**config.mk**
```make
export PLATFORM = sky130hd
export DESIGN_NAME = lfu_cache_lru_tiebreak_unit_flat
export DESIGN_NICKNAME = d
export VERILOG_FILES = /design/src/rtl/core/lfuc_pkg.sv /design/src/rtl/core/lfuc_if.sv /design/src/rtl/core/lfu_cache_lru_tiebreak_unit.sv /design/src/flat_wrapper.sv
export SDC_FILE = /design/constraint.sdc
export NUM_CORES = 2
export LEC_CHECK = 0
export BUFFER_PORTS_ARGS = -buffer_cell sky130_fd_sc_hd__buf_2
export CAP_MARGIN = 10
export CORE_ASPECT_RATIO = 0.6
export CORE_UTILIZATION = 51
export CTS_BUF_LIST = sky130_fd_sc_hd__clkbuf_8
export CTS_CLUSTER_DIAMETER = 50
export DETAILED_ROUTE_END_ITERATION = 7
export PLACE_DENSITY = 0.68
export REMOVE_ABC_BUFFERS = 1
export SETUP_SLACK_MARGIN = 0.05
export SYNTH_ARGS = -nofsm -noshare
export SYNTH_HDL_FRONTEND = slang
export SYNTH_SLANG_ARGS = --single-unit
export TNS_END_PERCENT = 50
```
**constraint.sdc**
```tcl
create_clock -name clk_i -period 16.05 [get_ports clk_i]
set_input_delay 1.605 -clock clk_i [delete_from_list [all_inputs] [get_ports clk_i]]
set_output_delay 1.605 -clock clk_i [all_outputs]
set_load 0.01 [all_outputs]
```
**src/rtl/core/lfuc_pkg.sv**
```systemverilog
// ----------------------------------------------------------------------------
// lfuc_pkg
// Widths, codes and entry layout shared by the LFU cache and its channels.
// ----------------------------------------------------------------------------
package lfuc_pkg;

  // payload widths
  localparam int KEY_W = 31;
  localparam int VAL_W = 31;
  localparam int CNT_W = 16;
  localparam int CAP_W = 5;

  // default number of entries
  localparam int DEF_ENTRIES = 16;

  // capacity register after reset
  localparam logic [CAP_W-1:0] CAP_RST = CAP_W'(16);

  // use count saturates here
  localparam logic [CNT_W-1:0] CNT_MAX = {CNT_W{1'b1}};

  // action codes
  localparam logic ACT_GET = 1'b0;
  localparam logic ACT_PUT = 1'b1;

  // one word of the entry memory
  typedef struct packed {
    logic [KEY_W-1:0] key;
    logic [VAL_W-1:0] value;
    logic [CNT_W-1:0] count;
  } ent_t;

endpackage

```
**src/rtl/core/lfuc_if.sv**
```systemverilog
// ----------------------------------------------------------------------------
// lfuc_if
// Request and response channels of the LFU cache, valid/ready handshake.
// ----------------------------------------------------------------------------
interface lfuc_req_if;
  import lfuc_pkg::*;

  logic             valid;
  logic             ready;
  logic             action;
  logic [KEY_W-1:0] key;
  logic [VAL_W-1:0] data_in;

  modport source (output valid, action, key, data_in, input ready);
  modport sink   (input valid, action, key, data_in, output ready);
endinterface

interface lfuc_rsp_if;
  import lfuc_pkg::*;

  logic             valid;
  logic             ready;
  logic             hit;
  logic [VAL_W-1:0] read_value;
  logic             evicted;
  logic [KEY_W-1:0] evicted_key;

  modport source (output valid, hit, read_value, evicted, evicted_key, input ready);
  modport sink   (input valid, hit, read_value, evicted, evicted_key, output ready);
endinterface

```
**src/rtl/core/lfu_cache_lru_tiebreak_unit.sv**
```systemverilog
// ----------------------------------------------------------------------------
// lfu_cache_lru_tiebreak_unit
// Fully associative key/value cache, least-frequently-used replacement with
// least-recently-used tie break. Entries live in two synchronous memories.
// ----------------------------------------------------------------------------
//  channel   dir   handshake      payload
//  req_i     in    valid/ready    action, key, data_in
//  rsp_o     out   valid/ready    hit, read_value, evicted, evicted_key
//  cfg       in    cfg_we_i       cfg_wdata_i (capacity_in_use)
//
//  An item is accepted in the idle state, then makes one pass over the
//  entry memory for lookup and victim search, passes a decision state,
//  makes one read-modify-write pass over the recency memory and ends in
//  the hand-off state. A get miss skips the recency pass. Each memory
//  has a single read port.
//  One item is in work at a time; a new item is taken while a result waits.
//  Reset clears valid bits, occupancy and control; memories need no clearing.
//  A stalled response holds the next result in the hand-off state.
// ----------------------------------------------------------------------------
module lfu_cache_lru_tiebreak_unit #(
  parameter int ENTRIES = lfuc_pkg::DEF_ENTRIES
) (
  input  logic                       clk_i,
  input  logic                       rst_ni,
  input  logic                       cfg_we_i,
  input  logic [lfuc_pkg::CAP_W-1:0] cfg_wdata_i,
  lfuc_req_if.sink                   req_i,
  lfuc_rsp_if.source                 rsp_o
);
  import lfuc_pkg::*;

  localparam int IW   = $clog2(ENTRIES);
  localparam int OW   = $clog2(ENTRIES + 1);
  localparam int CMPW = (OW > CAP_W) ? OW : CAP_W;
  localparam logic [IW-1:0] LAST_IDX = IW'(ENTRIES - 1);

  typedef enum logic [4:0] {
    ST_IDLE   = 5'b00001,
    ST_SCAN   = 5'b00010,
    ST_DECIDE = 5'b00100,
    ST_UPDATE = 5'b01000,
    ST_DONE   = 5'b10000
  } state_e;

  state_e state_q, state_d;

  // configuration and occupancy
  logic [CAP_W-1:0] cap_q;
  logic [OW-1:0]    occ_q, occ_d;
  logic [ENTRIES-1:0] valid_q, valid_d;

  // latched item
  logic             act_q;
  logic [KEY_W-1:0] key_q;
  logic [VAL_W-1:0] data_q;

  // memory sweep counter and read pipeline
  logic          issue_q, issue_d;
  logic [IW-1:0] idx_q, idx_d;
  logic          rd_vld_q;
  logic [IW-1:0] rd_idx_q;
  logic          last_rd;

  // memories
  ent_t          ent_mem [ENTRIES];
  logic [IW-1:0] rank_mem [ENTRIES];
  ent_t          ent_rdata_q;
  logic [IW-1:0] rank_rdata_q;
  logic          ent_we;
  logic [IW-1:0] ent_waddr;
  ent_t          ent_wdata;
  logic          rank_we;
  logic [IW-1:0] rank_wdata;

  // scan trackers
  logic             m_fnd_q, m_fnd_d;
  logic [IW-1:0]    m_idx_q, m_idx_d;
  logic [IW-1:0]    m_rank_q, m_rank_d;
  logic [VAL_W-1:0] m_val_q, m_val_d;
  logic [CNT_W-1:0] m_cnt_q, m_cnt_d;
  logic             v_fnd_q, v_fnd_d;
  logic [IW-1:0]    v_idx_q, v_idx_d;
  logic [IW-1:0]    v_rank_q, v_rank_d;
  logic [KEY_W-1:0] v_key_q, v_key_d;
  logic [CNT_W-1:0] v_cnt_q, v_cnt_d;
  logic             f_fnd_q, f_fnd_d;
  logic [IW-1:0]    f_idx_q, f_idx_d;

  // recency update controls
  logic [IW-1:0] tgt_q, tgt_d;
  logic [IW-1:0] thr_q, thr_d;
  logic          age_all_q, age_all_d;

  // pending result and output register
  logic             r_hit_q, r_hit_d;
  logic [VAL_W-1:0] r_val_q, r_val_d;
  logic             r_ev_q, r_ev_d;
  logic [KEY_W-1:0] r_evk_q, r_evk_d;
  logic             o_vld_q, o_vld_d;
  logic             o_hit_q;
  logic [VAL_W-1:0] o_val_q;
  logic             o_ev_q;
  logic [KEY_W-1:0] o_evk_q;
  logic             o_load;

  // effective capacity
  logic [CMPW-1:0] cap_ext, eff_cap;
  logic            need_evict;

  logic req_acc;
  logic ent_v;
  logic cnt_max;

  assign req_i.ready = (state_q == ST_IDLE);
  assign req_acc     = req_i.valid && req_i.ready;
  assign last_rd     = rd_vld_q && (rd_idx_q == LAST_IDX);
  assign ent_v       = valid_q[rd_idx_q];
  assign cnt_max     = (m_cnt_q == CNT_MAX);

  // capacity clamp: zero acts as one, above entries acts as entries
  always_comb begin
    cap_ext = CMPW'(cap_q);
    if (cap_q == '0) begin
      eff_cap = CMPW'(1);
    end else if (cap_ext > CMPW'(ENTRIES)) begin
      eff_cap = CMPW'(ENTRIES);
    end else begin
      eff_cap = cap_ext;
    end
    need_evict = (CMPW'(occ_q) >= eff_cap);
  end

  // entry memories, registered read
  always_ff @(posedge clk_i) begin
    if (ent_we) begin
      ent_mem[ent_waddr] <= ent_wdata;
    end
    ent_rdata_q <= ent_mem[idx_q];
  end

  always_ff @(posedge clk_i) begin
    if (rank_we) begin
      rank_mem[rd_idx_q] <= rank_wdata;
    end
    rank_rdata_q <= rank_mem[idx_q];
  end

  // recency write-back during the update pass
  always_comb begin
    rank_we    = (state_q == ST_UPDATE) && rd_vld_q;
    rank_wdata = rank_rdata_q;
    if (rd_idx_q == tgt_q) begin
      rank_wdata = '0;
    end else if (ent_v && (age_all_q || (rank_rdata_q < thr_q))) begin
      rank_wdata = rank_rdata_q + IW'(1);
    end
  end

  // sequencer, scan trackers and decision
  always_comb begin
    state_d   = state_q;
    issue_d   = issue_q;
    idx_d     = idx_q;
    occ_d     = occ_q;
    valid_d   = valid_q;
    m_fnd_d   = m_fnd_q;
    m_idx_d   = m_idx_q;
    m_rank_d  = m_rank_q;
    m_val_d   = m_val_q;
    m_cnt_d   = m_cnt_q;
    v_fnd_d   = v_fnd_q;
    v_idx_d   = v_idx_q;
    v_rank_d  = v_rank_q;
    v_key_d   = v_key_q;
    v_cnt_d   = v_cnt_q;
    f_fnd_d   = f_fnd_q;
    f_idx_d   = f_idx_q;
    tgt_d     = tgt_q;
    thr_d     = thr_q;
    age_all_d = age_all_q;
    r_hit_d   = r_hit_q;
    r_val_d   = r_val_q;
    r_ev_d    = r_ev_q;
    r_evk_d   = r_evk_q;
    ent_we    = 1'b0;
    ent_waddr = m_idx_q;
    ent_wdata = '{key: key_q, value: data_q, count: CNT_W'(1)};
    o_load    = 1'b0;

    // sweep address advance
    if (issue_q) begin
      if (idx_q == LAST_IDX) begin
        issue_d = 1'b0;
      end else begin
        idx_d = idx_q + IW'(1);
      end
    end

    case (state_q)
      ST_IDLE: begin
        if (req_acc) begin
          state_d = ST_SCAN;
          issue_d = 1'b1;
          idx_d   = '0;
          m_fnd_d = 1'b0;
          v_fnd_d = 1'b0;
          f_fnd_d = 1'b0;
        end
      end
      ST_SCAN: begin
        if (rd_vld_q) begin
          // first matching valid entry
          if (ent_v && !m_fnd_q && (ent_rdata_q.key == key_q)) begin
            m_fnd_d  = 1'b1;
            m_idx_d  = rd_idx_q;
            m_rank_d = rank_rdata_q;
            m_val_d  = ent_rdata_q.value;
            m_cnt_d  = ent_rdata_q.count;
          end
          // first free slot
          if (!ent_v && !f_fnd_q) begin
            f_fnd_d = 1'b1;
            f_idx_d = rd_idx_q;
          end
          // lowest count, oldest among equals
          if (ent_v && (!v_fnd_q || (ent_rdata_q.count < v_cnt_q) ||
              ((ent_rdata_q.count == v_cnt_q) && (rank_rdata_q > v_rank_q)))) begin
            v_fnd_d  = 1'b1;
            v_idx_d  = rd_idx_q;
            v_rank_d = rank_rdata_q;
            v_key_d  = ent_rdata_q.key;
            v_cnt_d  = ent_rdata_q.count;
          end
        end
        if (last_rd) begin
          state_d = ST_DECIDE;
        end
      end
      ST_DECIDE: begin
        r_hit_d   = m_fnd_q;
        r_val_d   = '0;
        r_ev_d    = 1'b0;
        r_evk_d   = '0;
        age_all_d = 1'b0;
        state_d   = ST_DONE;
        if (m_fnd_q) begin
          // hit: bump count, refresh recency, put overwrites value
          ent_we          = 1'b1;
          ent_waddr       = m_idx_q;
          ent_wdata.count = cnt_max ? m_cnt_q : m_cnt_q + CNT_W'(1);
          tgt_d           = m_idx_q;
          thr_d           = m_rank_q;
          if (act_q == ACT_PUT) begin
            ent_wdata.value = data_q;
          end else begin
            ent_wdata.value = m_val_q;
            r_val_d         = m_val_q;
          end
          state_d = ST_UPDATE;
          issue_d = 1'b1;
          idx_d   = '0;
        end else if (act_q == ACT_PUT) begin
          ent_we = 1'b1;
          if (need_evict) begin
            // replace the victim in place
            ent_waddr = v_idx_q;
            tgt_d     = v_idx_q;
            thr_d     = v_rank_q;
            r_ev_d    = 1'b1;
            r_evk_d   = v_key_q;
          end else begin
            // fill a free slot, every valid entry ages
            ent_waddr          = f_idx_q;
            tgt_d              = f_idx_q;
            age_all_d          = 1'b1;
            valid_d[f_idx_q]   = 1'b1;
            occ_d              = occ_q + OW'(1);
          end
          state_d = ST_UPDATE;
          issue_d = 1'b1;
          idx_d   = '0;
        end
      end
      ST_UPDATE: begin
        if (last_rd) begin
          state_d = ST_DONE;
        end
      end
      ST_DONE: begin
        if (!o_vld_q || rsp_o.ready) begin
          o_load  = 1'b1;
          state_d = ST_IDLE;
        end
      end
      default: begin
        state_d = ST_IDLE;
      end
    endcase
  end

  // output register handshake
  always_comb begin
    o_vld_d = o_vld_q;
    if (o_load) begin
      o_vld_d = 1'b1;
    end else if (rsp_o.ready) begin
      o_vld_d = 1'b0;
    end
  end

  // control registers
  always_ff @(posedge clk_i or negedge rst_ni) begin
    if (!rst_ni) begin
      state_q  <= ST_IDLE;
      cap_q    <= CAP_RST;
      occ_q    <= '0;
      valid_q  <= '0;
      issue_q  <= 1'b0;
      idx_q    <= '0;
      rd_vld_q <= 1'b0;
      rd_idx_q <= '0;
      m_fnd_q  <= 1'b0;
      v_fnd_q  <= 1'b0;
      f_fnd_q  <= 1'b0;
      o_vld_q  <= 1'b0;
    end else begin
      state_q  <= state_d;
      occ_q    <= occ_d;
      valid_q  <= valid_d;
      issue_q  <= issue_d;
      idx_q    <= idx_d;
      rd_vld_q <= issue_q;
      rd_idx_q <= idx_q;
      m_fnd_q  <= m_fnd_d;
      v_fnd_q  <= v_fnd_d;
      f_fnd_q  <= f_fnd_d;
      o_vld_q  <= o_vld_d;
      if (cfg_we_i) begin
        cap_q <= cfg_wdata_i;
      end
    end
  end

  // payload registers
  always_ff @(posedge clk_i) begin
    if (req_acc) begin
      act_q  <= req_i.action;
      key_q  <= req_i.key;
      data_q <= req_i.data_in;
    end
    m_idx_q   <= m_idx_d;
    m_rank_q  <= m_rank_d;
    m_val_q   <= m_val_d;
    m_cnt_q   <= m_cnt_d;
    v_idx_q   <= v_idx_d;
    v_rank_q  <= v_rank_d;
    v_key_q   <= v_key_d;
    v_cnt_q   <= v_cnt_d;
    f_idx_q   <= f_idx_d;
    tgt_q     <= tgt_d;
    thr_q     <= thr_d;
    age_all_q <= age_all_d;
    r_hit_q   <= r_hit_d;
    r_val_q   <= r_val_d;
    r_ev_q    <= r_ev_d;
    r_evk_q   <= r_evk_d;
    if (o_load) begin
      o_hit_q <= r_hit_q;
      o_val_q <= r_val_q;
      o_ev_q  <= r_ev_q;
      o_evk_q <= r_evk_q;
    end
  end

  assign rsp_o.valid       = o_vld_q;
  assign rsp_o.hit         = o_hit_q;
  assign rsp_o.read_value  = o_val_q;
  assign rsp_o.evicted     = o_ev_q;
  assign rsp_o.evicted_key = o_evk_q;

endmodule

```
**src/flat_wrapper.sv**
```systemverilog
// flat-port wrapper written by rule: the top's interface ports become plain ports
module lfu_cache_lru_tiebreak_unit_flat import lfuc_pkg::*;
#(
  parameter int ENTRIES = lfuc_pkg::DEF_ENTRIES
)
  (clk_i, rst_ni, cfg_we_i, cfg_wdata_i, req_i_valid, req_i_action, req_i_key, req_i_data_in, req_i_ready, rsp_o_valid, rsp_o_hit, rsp_o_read_value, rsp_o_evicted, rsp_o_evicted_key, rsp_o_ready);
  lfuc_req_if req_i_i ();
  lfuc_rsp_if rsp_o_i ();
  input  logic clk_i;
  input  logic rst_ni;
  input  logic cfg_we_i;
  input  logic [lfuc_pkg::CAP_W-1:0] cfg_wdata_i;
  input wire logic [$bits(req_i_i.valid)-1:0] req_i_valid;
  input wire logic [$bits(req_i_i.action)-1:0] req_i_action;
  input wire logic [$bits(req_i_i.key)-1:0] req_i_key;
  input wire logic [$bits(req_i_i.data_in)-1:0] req_i_data_in;
  output wire logic [$bits(req_i_i.ready)-1:0] req_i_ready;
  output wire logic [$bits(rsp_o_i.valid)-1:0] rsp_o_valid;
  output wire logic [$bits(rsp_o_i.hit)-1:0] rsp_o_hit;
  output wire logic [$bits(rsp_o_i.read_value)-1:0] rsp_o_read_value;
  output wire logic [$bits(rsp_o_i.evicted)-1:0] rsp_o_evicted;
  output wire logic [$bits(rsp_o_i.evicted_key)-1:0] rsp_o_evicted_key;
  input wire logic [$bits(rsp_o_i.ready)-1:0] rsp_o_ready;
  assign req_i_i.valid = req_i_valid;
  assign req_i_i.action = req_i_action;
  assign req_i_i.key = req_i_key;
  assign req_i_i.data_in = req_i_data_in;
  assign req_i_ready = req_i_i.ready;
  assign rsp_o_valid = rsp_o_i.valid;
  assign rsp_o_hit = rsp_o_i.hit;
  assign rsp_o_read_value = rsp_o_i.read_value;
  assign rsp_o_evicted = rsp_o_i.evicted;
  assign rsp_o_evicted_key = rsp_o_i.evicted_key;
  assign rsp_o_i.ready = rsp_o_ready;
  lfu_cache_lru_tiebreak_unit #(.ENTRIES(ENTRIES)) u_core (.clk_i(clk_i), .rst_ni(rst_ni), .cfg_we_i(cfg_we_i), .cfg_wdata_i(cfg_wdata_i), .req_i(req_i_i), .rsp_o(rsp_o_i));
endmodule
```
Word-level counts from Yosys, hierarchy flattened:

Memory sizes are Yosys's and may differ from the RTL's. A register that Yosys moved wholly into a read port is not among the register bits.
Cells that the tools add are included.
Widths: inputs -> output; s select.

* register bits after elaboration: 359
* bits in writable memories: 1312
* bits of input ports: 73
* output and inout bits: 66
* word-level logic and storage cells: 172
* memories: 2

* add/sub/neg operators: 4
* $lt $le $gt $ge: 8
* equal/unequal tests: 19
* mux-type cells: 63
* bitwise gates (word level): 4
* reductions and logical operators: 37

Memory list
* u_core.ent_mem: words 16, bits a word 78, rd ports 1, clocked after Yosys merged registers in 1, write ports 1, line lfu_cache_lru_tiebreak_unit.sv:65 `ent_t ent_mem [ENTRIES];`
* u_core.rank_mem: words 16, bits a word 4, rd ports 1, clocked after Yosys merged registers in 1, write ports 1, line lfu_cache_lru_tiebreak_unit.sv:66 `logic [IW-1:0] rank_mem [ENTRIES];`

Operators with widths (number)
* $mux 47: 2
* $mux 4: 16
* $mux 5: 8
* $eq 31x31->1: 1
* $mux 31: 1
* $mux 1: 27
* $pmux 5 s5: 1
* $reduce_and 4->1: 5
* $add 16x1->16 const B: 1
* $eq 16x16->1: 1
* $eq 16x16->1 const B: 1
* $lt 16x16->1: 1
* $mux 16: 1
* $or 16x16->16: 1
* $ne 2x1->1 const B: 7
* $reduce_and 3->1: 4
* $logic_and 1x1->1: 10
* $lt 4x5->1 const B: 2
* $add 4x1->4 const B: 2
* $eq 4x4->1 const B: 2
* $pmux 1 s2: 4
* $pmux 4 s2: 1
* $reduce_bool 2->1: 4
* $add 5x1->5 const B: 1
* other kinds (21): 31

Longest topological paths before layout:

* depth in word-level cells: 8
* mapped depth: 11
* mapped depth without buffers: 10

Least setup slack after synthesis:

Ideal clock, no wire load.

* path type: register to register
* start: register u_core.cap_q[1] (netlist: u_core.cap_ext[1])
* end: memory u_core.ent_mem[0][0] in the netlist's numbering, enable pin
* library setup time: 706 ps
* arrival: 9295 ps
* data required time: 15344 ps
* setup slack: 6049 ps
* stages on the path, launching flop included: 11
* buffers on the path: 0
* clock period less this slack: 10001 ps
* path through: dfrtp_1 nor3_1 nor2_1 nor2_1 ha_1 nand2b_1 a31oi_1 o21ai_2 mux2i_1 a21oi_1 nor4_1

* word-level cells in the longest chain between the ends: 8
* elaborated cells on any way between the ends: 9
* classes of those cells: 2 x order compare; 6 x mux; 1 x reduce/logical

Ends and longest elaborated chain
* start, declared: line lfu_cache_lru_tiebreak_unit.sv:48 `logic [CAP_W-1:0] cap_q;`
* start signal, assigned: line lfu_cache_lru_tiebreak_unit.sv:339 `cap_q <= cfg_wdata_i;`
* $gt 5x5->1: line lfu_cache_lru_tiebreak_unit.sv:125 `end else if (cap_ext > CMPW'(ENTRIES)) begin`
* $mux 5: line lfu_cache_lru_tiebreak_unit.sv:125
* $mux 5 (*): line lfu_cache_lru_tiebreak_unit.sv:123 `if (cap_q == '0) begin`
* $ge 5x5->1 (*): line lfu_cache_lru_tiebreak_unit.sv:130 `need_evict = (CMPW'(occ_q) >= eff_cap);`
* $mux 4 (*): line lfu_cache_lru_tiebreak_unit.sv:264 `if (need_evict) begin`
* $mux 4 (*): line lfu_cache_lru_tiebreak_unit.sv:262 `end else if (act_q == ACT_PUT) begin`
* $mux 4 (*): line lfu_cache_lru_tiebreak_unit.sv:246 `if (m_fnd_q) begin`
* $mux 4 (*): line lfu_cache_lru_tiebreak_unit.sv:199 `case (state_q)`
* end, declared: line lfu_cache_lru_tiebreak_unit.sv:65

Mark *: on every way between the ends. The rest lies on a longest branch, timed or not.

Worst setup path in the final report:

* start: register u_core.cap_q[1] (netlist: u_core.cap_ext[1])
* end: memory u_core.ent_mem[4][18] in the netlist's numbering, enable pin

The elaborated chain is that of the path after synthesis.

==> flow_summary.json <==
{
  "ant_nets": 0,
  "yosys.area_share.simple_pct": 2.27,
  "grt_pass1_wl_mm": 212,
  "cts_made_buffers": 232,
  "slew_viol_final": 0,
  "status": "finished, final reports clean",
  "comb_power_share_pct": 17.6,
  "area.growth.synth_to_final_pct": 11.5,
  "path_clk_slew_ns": 0.07,
  "met2_usage_pct": 34.7,
  "track_usage_pct": 22.8,
  "cts_tree": "yes",
  "fin_tns_setup_ns": 0,
  "holdCritPathClass": "reg2reg",
  "dieHeight_um": 279,
  "fin_ws_ns": 11.24,
  "die_area_um2": 129000,
  "ys_ff_latch": 1753,
  "rsz0062_at_grt": "no",
  "vias_per_cell": 5.95,
  "finalHoldViolations": 0,
  "start_util_pct": 51.4,
  "antenna_found_initial": 4,
  "crit_path_end_kind": "flip-flop",
  "synth_top_family_by_area": "multiplexers",
  "sw_frac_of_total_pct": 26.6,
  "grt_max_degree": 175,
  "htree_num_levels": 4,
  "fin_crit_ns": 4.81,
  "ctsResizeCount": 0,
  "core.rowCount": 101,
  "final.period_utilization_pct": 29.9,
  "synthXorXnorAreaFrac_pct": 0.713,
  "core_area_um2": 126000,
  "setup_violations": 0,
  "ys.flop_type": "edfxtp_1",
  "seqPwrFrac_pct": 52.2,
  "irDropWorstVdd_v": 0.000136,
  "worstMarginPinSlew_ns": 1.26,
  "synth_cells": 2805,
  "p_sw_mw": 2.88,
  "cts_root_buf": "clkbuf_8",
  "cp_max_fo": 43,
  "yosysUniqueCellTypes": 61,
  "drtIter0Drc": 3491,
  "path_class": "reg2reg",
  "async_flop_share_pct": 2.57,
  "p_clk_share_pct": 30.3,
  "p_leak_nw": 24.3,
  "dp_hpwl_mm": 79.7,
  "cts_sinks": 1753,
  "grt.overflow.total": 0,
  "avgRoutedWirePerCell_um": 28.8,
  "top_usage_layer": "met2",
  "layout.nets": 3229,
  "drc": 0,
  "portBuffers": 138,
  "cts.hold.buffers_added": 0,
  "cp-start-kind": "flip-flop",
  "synth_fa_ha_area_share_pct": 0.615,
  "mostFrequentLayoutCell": "edfxtp_1",
  "critPathArrivalTime_ns": 5.32,
  "intPower_mw": 7.92,
  "yosysWarnings": 0,
  "powerDensity_nw_per_um2": 149,
  "fmax_mhz": 208,
  "die_x_um": 463,
  "synth_area_per_cell_um2": 23.2,
  "synth_edf_count": 1626,
  "pre_cts_ws_ns": 11.26,
  "finClkSkew_ns": 0.0399,
  "fillerInstances": 8965,
  "synth_seq_area_share_pct": 79.3,
  "synthMuxAreaShare_pct": 15.1,
  "synth_compound_area_share_pct": 0.854,
  "clockBufferDepth": 3,
  "layout_common_cells": "1,626 x edfxtp_1, 412 x mux4_2, 252 x clkbuf_8",
  "drt_pass1_iterations": 7,
  "grt_pass1_vias": 31100,
  "drive_gt1_share_pct": 29.8,
  "post_cts_buffers": 0,
  "vias": 30000,
  "grtUsageMet1_pct": 33.6,
  "place_congestion": 0.825,
  "synth_area_um2": 65100,
  "grtUsageMet3_pct": 5.28,
  "finalWirelength_mm": 145,
  "io_pins": 139,
  "clk_latency_ns": 0.91,
  "maxCapViolCount": 0,
  "slew_headroom_pct": 16.0,
  "cp.required_ns": 16.56
}
## Yosys cell counts, types with 7 or more instances
cell type | n | area share [%]
nand2_1 | 35 | 0.20
clkbuf_1 | 58 | 0.33
buf_2 | 19 | 0.15
nand4_1 | 12 | 0.12
nor2b_1 | 10 | 0.096
buf_4 | 25 | 0.29
inv_1 | 35 | 0.20
edfxtp_1 | 1626 | 75
mux2_2 | 35 | 0.61
xnor2_1 | 11 | 0.15
nor4_1 | 26 | 0.25
mux4_2 | 412 | 14
a21oi_1 | 17 | 0.13
xor2_1 | 42 | 0.57
buf_6 | 7 | 0.12
dfxtp_1 | 82 | 2.5
and2_1 | 64 | 0.62
o21ai_0 | 14 | 0.11
nand2b_1 | 10 | 0.096
ha_1 | 32 | 0.62
nor2_1 | 66 | 0.38
nor3_1 | 12 | 0.092
dfrtp_1 | 43 | 1.7
a21o_1 | 19 | 0.22
nand3_1 | 22 | 0.17
mux2i_1 | 13 | 0.20
## cells by family after synthesis
family	after synthesis
AO/OA/AOI/OAI	79
XOR/XNOR	53
adder cells (fa/ha/maj)	32
buffers and inverters	149
flip-flops	1753
multiplexers	463
AND/OR/NAND/NOR	276
## power by group through the flow
stage               Sequential (mW)  Combinational (mW)  Clock, mW
finish                         5.63                1.90       3.27
global route                   5.66                2.03       3.53
CTS                            5.63                1.93       3.34
detailed placement             5.73                1.92          0
global placement               5.71                1.88          0
floorplan                      5.86                1.88          0
## area by class of cell
type	count	area, um2	share of cell area (%)
flip-flops and latches	1753	51600	71.2
inverters	35	136	0.188
well taps	1699	2130	2.93
multi-input cells	903	12900	17.8
repair buffers	199	1170	1.62
diodes	3	7.51	0.0103
clock buffers	252	3470	4.78
clock inverters	192	1130	1.55
## worst max-delay path, stage by stage, from the launching register on
cell,delay [ns]
dfrtp_1,0.40
nor3_1,0.29
nor2_1,0.09
nor2_1,0.14
ha_1,0.14
nand2b_1,0.12
a31oi_1,0.12
o21ai_2,0.48
mux2i_1,0.44
a21oi_1,0.38
nor4_2,0.31
buf_4,0.64
buf_4,0.80
## metrics by stage
stage          power [mW]  cell area, um2  util (%)  std cells  hold slack [ns]
3_5_place_dp         7.65           67900      53.7       4588            0.389
3_3_place_gp         7.59           67900      53.7       4588            0.388
2_1_floorplan        7.75           64500         -       2691            0.386
6_report             10.8           72500      57.3       5036            0.387
4_1_cts              10.9           72500      57.3       5032            0.388
5_1_grt              11.2           72500      57.3       5034            0.396
## flip-flops by register name (all words and copies together) (netlist names), 5 cells and up
register,flops
u_core.r_val_q,31
u_core.ent_rdata_q,78
u_core.rsp_o.evicted_key,31
u_core.cap_ext,5
u_core.data_q,31
u_core.state_q,5
u_core.m_val_q,31
u_core.key_q,31
u_core.v_key_q,31
u_core.occ_q,5
u_core.valid_q,16
u_core.v_cnt_q,16
u_core.m_cnt_q,16
u_core.rsp_o.read_value,31
u_core.ent_mem,1248
u_core.r_evk_q,31
u_core.rank_mem,64
## path summary, 6_finish.rpt
path                       depth (start not counted)                    from                    end  slack, ns
min reg2reg                                        0  u_core.ent_rdata_q[35]     u_core.m_val_q[19]       0.39
max                                               12       u_core.cap_ext[1]  u_core.ent_mem[4][18]      11.24
min in group asynchronous                          1                  rst_ni        u_core.occ_q[4]       0.89
max reg2reg                                       12       u_core.cap_ext[1]  u_core.ent_mem[4][18]      11.24
max in group asynchronous                          1                  rst_ni        u_core.idx_q[2]      14.36
min                                                0  u_core.ent_rdata_q[35]     u_core.m_val_q[19]       0.39
## per-layer routing
layer | wire, um | part of all wire [%]
met1 | 62100 | 43
met2 | 67700 | 47
met3 | 13200 | 9.1
met4 | 2280 | 1.6
met5 | 0 | 0
No activity file was read; power rests on OpenSTA's default activity.
